File: src/rtl/core/ftws_pkg.sv
// Shared types and constants for the frame-time window statistics unit.
// No dependencies.
`default_nettype none

package ftws_pkg;

  localparam int TS_W       = 32;  // timestamp and sample width
  localparam int SUM_W      = 37;  // reported window sum width
  localparam int RING_DEPTH = 32;  // sample ring entries
  localparam int RING_AW    = 5;   // ring address width

  // Control from the sequencer to the accumulator.
  typedef struct packed {
    logic clr;  // start a new walk
    logic add;  // fold one ring sample into sum/min/max
  } acc_ctrl_t;

endpackage

`default_nettype wire

File: src/rtl/core/ftws_acc.sv
// Sum / min / max accumulator for the ring walk.
// Depends on ftws_pkg.
`default_nettype none

module ftws_acc #(
  parameter int WINDOW = 32
) (
  input  wire logic                        clk,
  input  wire ftws_pkg::acc_ctrl_t         ctrl,
  input  wire logic [ftws_pkg::TS_W-1:0]   sample,
  output logic      [ftws_pkg::SUM_W-1:0]  sum,
  output logic      [ftws_pkg::TS_W-1:0]   min_val,
  output logic      [ftws_pkg::TS_W-1:0]   max_val
);
  import ftws_pkg::*;

  // Worst case is WINDOW full-scale samples; keep at least one guard bit above SUM_W.
  localparam int RAW_W = TS_W + $clog2(WINDOW);
  localparam int ACC_W = (RAW_W > SUM_W) ? RAW_W : SUM_W + 1;

  logic [ACC_W-1:0] acc_r;
  logic [TS_W-1:0]  min_r;
  logic [TS_W-1:0]  max_r;

  always_ff @(posedge clk) begin
    if (ctrl.clr) begin
      acc_r <= '0;
      min_r <= '1;
      max_r <= '0;
    end else if (ctrl.add) begin
      acc_r <= acc_r + ACC_W'(sample);
      if (sample < min_r) min_r <= sample;
      if (sample > max_r) max_r <= sample;
    end
  end

  // Saturate at the top of the reported width.
  assign sum     = (|acc_r[ACC_W-1:SUM_W]) ? {SUM_W{1'b1}} : acc_r[SUM_W-1:0];
  assign min_val = min_r;
  assign max_val = max_r;

endmodule

`default_nettype wire

File: src/rtl/core/frame_time_window_stats_unit.sv
// Top level of the frame-time window statistics unit: ring memory, walk sequencer
// and output register. Depends on ftws_pkg and ftws_acc.
`default_nettype none

// Channel  | Ports          | Payload (low bit first)
// ---------+----------------+---------------------------------------------------
// input    | in_t*  (slave) | timestamp_ms[31:0]
// result   | out_t* (master)| frame_time[31:0], window_sum[68:32],
//          |                | window_min[100:69], window_max[132:101], pad
//
// Sequence: an accepted item is walked through fill reads of the ring, newest first, where fill
//   is the number of samples read (min of samples taken and WINDOW), then S_DRAIN and S_DONE;
//   the result is loaded in S_DONE, and the next item is taken only back in S_IDLE. The single
//   read port of the ring, one sample a cycle, paces the walk.
// Reset: synchronous, active low; clears the position, fill count, last timestamp
//   and control. Ring contents are not cleared; unwritten entries are never read.
// Stalls: a result waits in the output register while the next item is accepted
//   and walked; the walk holds at its end only if that register is still full.

module frame_time_window_stats_unit #(
  parameter int WINDOW = 32
) (
  input  wire logic         clk,
  input  wire logic         rst_n,
  input  wire logic         in_tvalid,
  output logic              in_tready,
  input  wire logic [31:0]  in_tdata,   // timestamp_ms[31:0]
  output logic              out_tvalid,
  input  wire logic         out_tready,
  output logic      [135:0] out_tdata   // frame_time, window_sum, window_min, window_max
);
  import ftws_pkg::*;

  localparam int FILL_W = $clog2(WINDOW + 1);

  typedef enum logic [1:0] {
    S_IDLE,
    S_WALK,
    S_DRAIN,
    S_DONE
  } state_t;

  state_t              state_r;
  logic [RING_AW-1:0]  wp_r;       // slot of the next write
  logic [FILL_W-1:0]   fill_r;     // samples taken, saturating at WINDOW
  logic [FILL_W-1:0]   fill_nxt;
  logic [FILL_W-1:0]   cnt_r;      // reads left in this walk
  logic [RING_AW-1:0]  rd_addr_r;
  logic                rd_vld_r;   // rdata_r holds a sample this cycle
  logic [TS_W-1:0]     rdata_r;
  logic [TS_W-1:0]     last_ts_r;
  logic [TS_W-1:0]     ft_r;
  logic [TS_W-1:0]     ft_nxt;
  logic                in_acc;
  logic                out_free;
  acc_ctrl_t           acc_ctrl;
  logic [SUM_W-1:0]    acc_sum;
  logic [TS_W-1:0]     acc_min;
  logic [TS_W-1:0]     acc_max;

  logic [TS_W-1:0]     ring_mem [RING_DEPTH];

  assign in_tready = (state_r == S_IDLE);
  assign in_acc    = in_tvalid && in_tready;
  assign out_free  = !out_tvalid || out_tready;
  assign ft_nxt    = in_tdata - last_ts_r;
  assign fill_nxt  = (fill_r == FILL_W'(WINDOW)) ? fill_r : fill_r + 1'b1;

  // Ring: new sample written at acceptance, walk reads start the next cycle.
  always_ff @(posedge clk) begin
    if (in_acc) ring_mem[wp_r] <= ft_nxt;
    rdata_r <= ring_mem[rd_addr_r];
  end

  assign acc_ctrl.clr = in_acc;
  assign acc_ctrl.add = rd_vld_r;

  ftws_acc #(
    .WINDOW (WINDOW)
  ) u_acc (
    .clk     (clk),
    .ctrl    (acc_ctrl),
    .sample  (rdata_r),
    .sum     (acc_sum),
    .min_val (acc_min),
    .max_val (acc_max)
  );

  // Sequencer and output register.
  always_ff @(posedge clk) begin
    if (!rst_n) begin
      state_r    <= S_IDLE;
      wp_r       <= '0;
      fill_r     <= '0;
      last_ts_r  <= '0;
      rd_vld_r   <= 1'b0;
      out_tvalid <= 1'b0;
    end else begin
      rd_vld_r <= (state_r == S_WALK);
      // S_DONE reloads the register itself
      if (out_tvalid && out_tready && (state_r != S_DONE)) out_tvalid <= 1'b0;
      unique case (state_r)
        S_IDLE: begin
          if (in_acc) begin
            last_ts_r <= in_tdata;
            ft_r      <= ft_nxt;
            fill_r    <= fill_nxt;
            cnt_r     <= fill_nxt;
            rd_addr_r <= wp_r;        // newest first
            wp_r      <= wp_r + 1'b1;
            state_r   <= S_WALK;
          end
        end
        S_WALK: begin
          rd_addr_r <= rd_addr_r - 1'b1;
          cnt_r     <= cnt_r - 1'b1;
          if (cnt_r == FILL_W'(1)) state_r <= S_DRAIN;
        end
        S_DRAIN: begin
          state_r <= S_DONE;        // last sample folds in at this edge
        end
        S_DONE: begin
          if (out_free) begin
            out_tvalid <= 1'b1;
            out_tdata  <= {3'b000, acc_max, acc_min, acc_sum, ft_r};
            state_r    <= S_IDLE;
          end else if (out_tvalid && out_tready) begin
            out_tvalid <= 1'b0;
          end
        end
        default: state_r <= S_IDLE;
      endcase
    end
  end

  // Fill count never passes the window length.
  a_fill_bound: assert property (@(posedge clk) disable iff (!rst_n)
    fill_r <= FILL_W'(WINDOW))
    else $error("fill count above window");

  // Each accepted item advances the write slot by exactly one.
  a_wp_step: assert property (@(posedge clk) disable iff (!rst_n)
    in_acc |=> (wp_r == $past(wp_r) + 1'b1))
    else $error("write slot did not advance");

  // A walk always starts with a nonzero read count equal to the new fill.
  a_walk_len: assert property (@(posedge clk) disable iff (!rst_n)
    in_acc |=> (state_r == S_WALK) && (cnt_r == fill_r) && (cnt_r != '0))
    else $error("bad walk length");

  // Read data is folded in only in the cycle after a walk read.
  a_rd_pipe: assert property (@(posedge clk) disable iff (!rst_n)
    rd_vld_r |-> $past(state_r == S_WALK))
    else $error("stray read valid");

endmodule

`default_nettype wire
File: config.mk
export PLATFORM = sky130hd
export DESIGN_NAME = frame_time_window_stats_unit
export DESIGN_NICKNAME = d
export VERILOG_FILES = /design/src/rtl/core/ftws_pkg.sv /design/src/rtl/core/ftws_acc.sv /design/src/rtl/core/frame_time_window_stats_unit.sv
export SDC_FILE = /design/constraint.sdc
export NUM_CORES = 2
export LEC_CHECK = 0
export CORE_MARGIN = 3
export CORE_UTILIZATION = 45
export DETAILED_ROUTE_END_ITERATION = 16
export DONT_BUFFER_PORTS = 1
export HOLD_SLACK_MARGIN = 0.15
export SLEW_MARGIN = 10
export SYNTH_ARGS = -nofsm -noshare
export SYNTH_HDL_FRONTEND = slang
export SYNTH_SLANG_ARGS = --single-unit
File: constraint.sdc
create_clock -name clk -period 8.15 [get_ports clk]
set_input_delay 0.815 -clock clk [delete_from_list [all_inputs] [get_ports clk]]
set_output_delay 0.815 -clock clk [all_outputs]
set_load 0.01 [all_outputs]
Word-level counts from Yosys, hierarchy flattened
Memory sizes are Yosys's and may differ from the RTL's. A register that Yosys moved wholly into a read port is not among the register bits.
Cells that the tools add are included.
Storage, ports and cells
  memories: 1
  RAM bits: 1024
  bits in registers: 325
  logic and storage cells: 61
Memory list
  ring_mem: words 32, width 32, read ports 1, clocked after memory_dff 1, wr ports 1, RTL line frame_time_window_stats_unit.sv:61  | logic [TS_W-1:0] ring_mem [RING_DEPTH];
Operators by class
  mux-type cells: 15
  reduce and logical (&&, ||, !) cells: 14
  $lt $le $gt $ge: 2
  equal/unequal tests: 9
  $add $sub $neg: 6
Operator list (number)
  38-bit by 32-bit adder with 38-bit output: 1
  32-bit greater-than comparator: 1
  32-bit < comparator: 1
  32-bit subtractor: 1
  6-bit 2-to-1 mux: 2
  6-bit one-hot mux with 2 select lines: 1
  3-bit AND reduction: 4
  5-bit one-hot mux with 2 select lines: 1
  2-bit one-hot mux with 4 select lines: 1
  6-bit by 1-bit adder with 6-bit output (second input constant): 1
  6-bit by 1-bit == test with 1-bit output (second input constant): 1
  6-bit == test (second input constant): 1
  1-bit 2-to-1 mux: 6
  2-bit 2-to-1 mux: 3
  2-bit AND reduction: 3
  6-bit by 1-bit subtractor with 6-bit output (second input constant): 1
  5-bit by 1-bit adder with 5-bit output (second input constant): 1
  5-bit 2-to-1 mux: 1
  5-bit by 1-bit subtractor with 5-bit output (second input constant): 1
  2-bit == test (second input constant): 2
  2-bit by 1-bit inequality test with 1-bit output (second input constant): 2
  2-bit inequality test (second input constant): 2
  1-bit logical AND: 3
  2-bit by 1-bit == test with 1-bit output (second input constant): 1
  other kinds (4): 4

Depth between registers and ports, before layout
  depth after elaboration: 6
  mapped depth: 12
  gate-level depth less buffers: 11

Modules after synthesis
From an unflattened synthesis, not the netlist that was laid out.
Unflattened totals
  cells, all modules: 3227
  area, all modules: 56730.7 um^2
By module, submodules not included
  frame_time_window_stats_unit: sequential area each 37616.1 um^2, cells each 2262, area each 48860.6 um^2, times used 1
  ftws_acc: sequential area each 2042.0 um^2, cells each 965, area each 7870.0 um^2, times used 1

Worst setup path after synthesis
OpenSTA, ideal clock, no wires.
  path kind: input port to flip-flop
  from: input port rst_n
  to: register out_tdata[0], enable pin
  slack: 906 ps
  setup time: 626 ps
  data arrival time: 6617 ps
  data required time: 7524 ps
  buffers on the path: 1
  cell stages on the path: 3
  cells stage by stage: clkbuf_1 -> nand2_1 -> nor2_1
On the way
  word-level cells in the longest chain between the ends: 1
Ends and longest elaborated chain
  from (decl): RTL line frame_time_window_stats_unit.sv:24  | input wire logic rst_n,
  3-bit AND reduction (no line)
  to (signal assigned): RTL line frame_time_window_stats_unit.sv:125  | out_tdata <= {3'b000, acc_max, acc_min, acc_sum, ft_r};
  to (decl): RTL line frame_time_window_stats_unit.sv:30  | output logic [135:0] out_tdata
Every way passes these cells.
A chain may end at the register's enable or synchronous reset.

Worst setup path in the final report
  from: register state_r[0]
  to: memory ring_mem[22][0], enable pin
On the way
  word-level cells in the longest chain between the ends: 4
Ends and longest elaborated chain
  from (decl): RTL line frame_time_window_stats_unit.sv:43  | state_t state_r;
  from (signal assigned): RTL line frame_time_window_stats_unit.sv:92  | state_r <= S_IDLE;
  from (signal assigned): RTL line frame_time_window_stats_unit.sv:111  | state_r <= S_WALK;
  from (signal assigned): RTL line frame_time_window_stats_unit.sv:117  | if (cnt_r == FILL_W'(1)) state_r <= S_DRAIN;
  2-bit logical NOT: RTL line frame_time_window_stats_unit.sv:63  | assign in_tready = (state_r == S_IDLE);
  via in_tready: RTL line frame_time_window_stats_unit.sv:26  | output logic in_tready,
  1-bit logical AND: RTL line frame_time_window_stats_unit.sv:64  | assign in_acc = in_tvalid && in_tready;
  1-bit 2-to-1 mux: RTL line frame_time_window_stats_unit.sv:71  | if (in_acc) ring_mem[wp_r] <= ft_nxt;
  1-bit 2-to-1 mux (implied by the code): RTL line frame_time_window_stats_unit.sv:71
  to (decl): RTL line frame_time_window_stats_unit.sv:61
The timed path passes the listed nets, and every way through them passes these cells.

==> impl_metrics.ini <==
[floorplan]
die_area_mm2 = 0.129
row_count = 128
initial_core_util_pct = 45.6
io-pin-count = 174
core_area_mm2 = 0.123
die_h_um = 359
die_w_um = 359

[cells_and_area]
nets = 3412
area_growth_pct = 13.0
nFillCells = 9786
drive_above_1_share_pct = 22.5
regArea_mm2 = 0.0397
post-route-util_pct = 51.6
multiInputGateArea_mm2 = 0.0159
stdcell_area_mm2 = 0.0633

[timing]
period_share_pct = 52.5
fmax_ghz = 0.234
worst_pin_slew_ns = 1.21
hold_viol = 0
slew_violations = 0
fin_skew_ns = 0.0364
max-slew-margin-rel_pct = 19.2
fin_setup_tns_ns = 0
rsz0062_at_grt = false
finalSetupViolCount = 0
period_needed_ns = 4.28

[worst_setup_path]
reg2reg_from = state_r[0]
r2r-end = ring_mem[22][0]
r2r_cells = 6
crit_chain = inv_1, ha_1, and2_2, nand2_1, nor2_4, buf_4
crit_path_max_incr_delay_ns = 0.90
startpoint_type = flop
critical_path_required_ns = 8.55
path_max_fanout = 41
path_buf_inv = 2
crit_family = simple AND/OR/NAND/NOR gates
slowest_stage = nor2_4
crit_arrival_ns = 4.68
reg2reg_slack_ns = 3.87
path_class = reg -> reg
crit_path_end_kind = flop

[power]
p_sw_w = 0.00680
intPower_w = 0.0153
irDropWorstVdd_uv = 256
clockPowerShare_pct = 29.6
p_sw_share_pct = 30.8
powerDensity_mw_per_mm2 = 349
leakagePower_nw = 21.0
comb_power_share_pct = 27.0
pwr-share-seq_pct = 43.4

[detailed_routing]
drt_first_pass_iters = 7
drtIter0Drc = 3044
vias = 29400
viasPerCell = 5.91
drtAntennaViolNets = 0
route.detailed.drc = 0
wl_per_cell_um = 29.0
finalWirelength_mm = 145

[cts]
cts_num_sinks = 1381
cts_buffers = 138
root_buffer = clkbuf_16
cts_tree = done
path_clk_slew_ns = 0.06
ctsResizeCount = 0
cts_max_level = 4
clock_latency_ns = 0.77
cts_buffer_depth = 3

[grt]
antenna_found_initial = 6
grt_util_met1_pct = 29.7
grt_use_met3_pct = 4.67
grt_max_degree = 129
overflow = 0
grt.total_usage_pct = 22.6
grt_util_met2_pct = 37.9
grt_pass1_vias = 29700
grt_busiest_layer = met2
grt_pass1_wl_mm = 207

[logic_synthesis]
synthDistinctLibCells = 72
synth.avg_cell_area_um2 = 17.7
yosysSeqAreaShare_pct = 70.8
yosysWarnings = 0
yosys.area.top_type = edfxtp_1
yosysMostFrequentCell = edfxtp_1
ys_ff_latch = 1381
synth_edf_count = 1200
async_reset_ff_share_pct = 0
synth_top_area_share_pct = 64.4
ys_top_cells_by_area = edfxtp_1, mux4_2, dfxtp_1
synth_ff_type = edfxtp_1
synth_cells = 3163
ys_top_cells_by_count = edfxtp_1, mux4_2, nand2_1
synth_area_mm2 = 0.0560

[min_path]
holdPathEnd = last_ts_r[17]
hold_depth = 2
hp-start = in_tdata[17]
min_path_type = in -> reg

[flow_run]
drv_cap = 0

[placement]
post_dp_cell_area_mm2 = 0.0585
hpwl_mm = 81.7
gp_congestion = 0.885
io_buffer_count = 0

[run_status]
status = completed
==> power groups by stage <==
stage / Sequential (W) / Combinational [W] / Clock (W)
4_1_cts: 0.00960 / 0.00596 / 0.00665
3_5_place_dp: 0.00975 / 0.00592 / 0
2_1_floorplan: 0.00949 / 0.00415 / 0
6_report: 0.00959 / 0.00597 / 0.00653
5_1_grt: 0.00965 / 0.00653 / 0.00693
3_3_place_gp: 0.00973 / 0.00576 / 0
==> stage by stage <==
stage	power (W)	instances	hold slack (ns)	setup WS, ns
after floorplan	0.0136	3165	0.400	0.906
after global placement	0.0155	4716	0.402	3.39
after detailed placement	0.0157	4716	0.406	3.46
after CTS	0.0222	4972	0.151	3.81
after global routing	0.0231	4972	0.169	3.65
final	0.0221	4976	0.206	3.87
==> registers in the layout, summed over array words and instances (netlist names) <==
register,flops
u_acc.acc_r,38
u_acc.min_val,32
out_tvalid,1
ft_r,32
wp_r,5
state_r,2
rdata_r,32
rd_vld_r,1
fill_r,6
rd_addr_r,5
ring_mem,1024
last_ts_r,32
cnt_r,6
u_acc.max_val,32
out_tdata,133
==> what timing repair did <==
action,CTS,global route
buffers inserted,0,0
endpoints found under the hold margin,6,0
hold buffers,4,0
==> worst max path at each step <==
stage	slack (ns)	end	cells after the start	startpoint
final	3.87	ring_mem[22][0]	6	state_r[0]
after global routing	3.65	ring_mem[22][1]	6	state_r[1]
after CTS	3.81	ring_mem[22][0]	6	state_r[0]
after floorplan	0.91	out_tdata[0]	3	rst_n
after global placement	3.39	ring_mem[26][27]	9	in_tdata[8]
after detailed placement	3.46	ring_mem[2][30]	11	in_tdata[0]
==> cell families (layout without fill, tap and decap cells) <==
family / Yosys count / in the layout / synth area share [%]
other: 1 / 7 / 0.00670
buffers and inverters: 272 / 454 / 2.02
adder cells (fa/ha/maj): 141 / 141 / 3.18
flip-flops: 1381 / 1381 / 70.8
AND/OR/NAND/NOR: 534 / 534 / 4.49
AO/OA/AOI/OAI: 390 / 390 / 4.48
multiplexers: 372 / 372 / 13.9
XOR/XNOR: 72 / 72 / 1.13
==> layer usage <==
metal,routed length (µm),vias to the layer above
met5,0,-
met4,4420,0
met3,9970,245
met2,72000,1122
met1,58100,15400
li1,-,12600
==> placed cells by master (no fill, tap or decap), types with 24 or more instances in the layout <==
master	synthesis	layout
a21boi_0	41	40
a21o_1	36	35
a21oi_1	103	101
buf_4	19	67
clkbuf_1	85	27
clkbuf_16	0	144
clkinv_2	0	24
dfxtp_1	181	180
edfxtp_1	1200	1200
ha_1	139	139
inv_1	129	128
mux2_2	32	32
mux4_2	320	320
nand2_1	211	210
nand3_1	59	59
nor2_1	100	68
nor2_4	0	32
nor3_1	26	25
o211ai_1	42	42
o21ai_0	87	87
or2_2	39	39
xnor2_1	45	24
==> layout make-up <==
type	count	share of cell area [%]
Clock buffer	182	6.09
Clock inverter	70	1.28
Multi-Input combinational cell	1512	25.1
Sequential cell	1381	62.7
Inverter	129	0.765
Tap cell	1625	3.21
Timing Repair Buffer	73	0.921
Antenna cell	4	0.0158
Power figures use the tool's default switching activity.
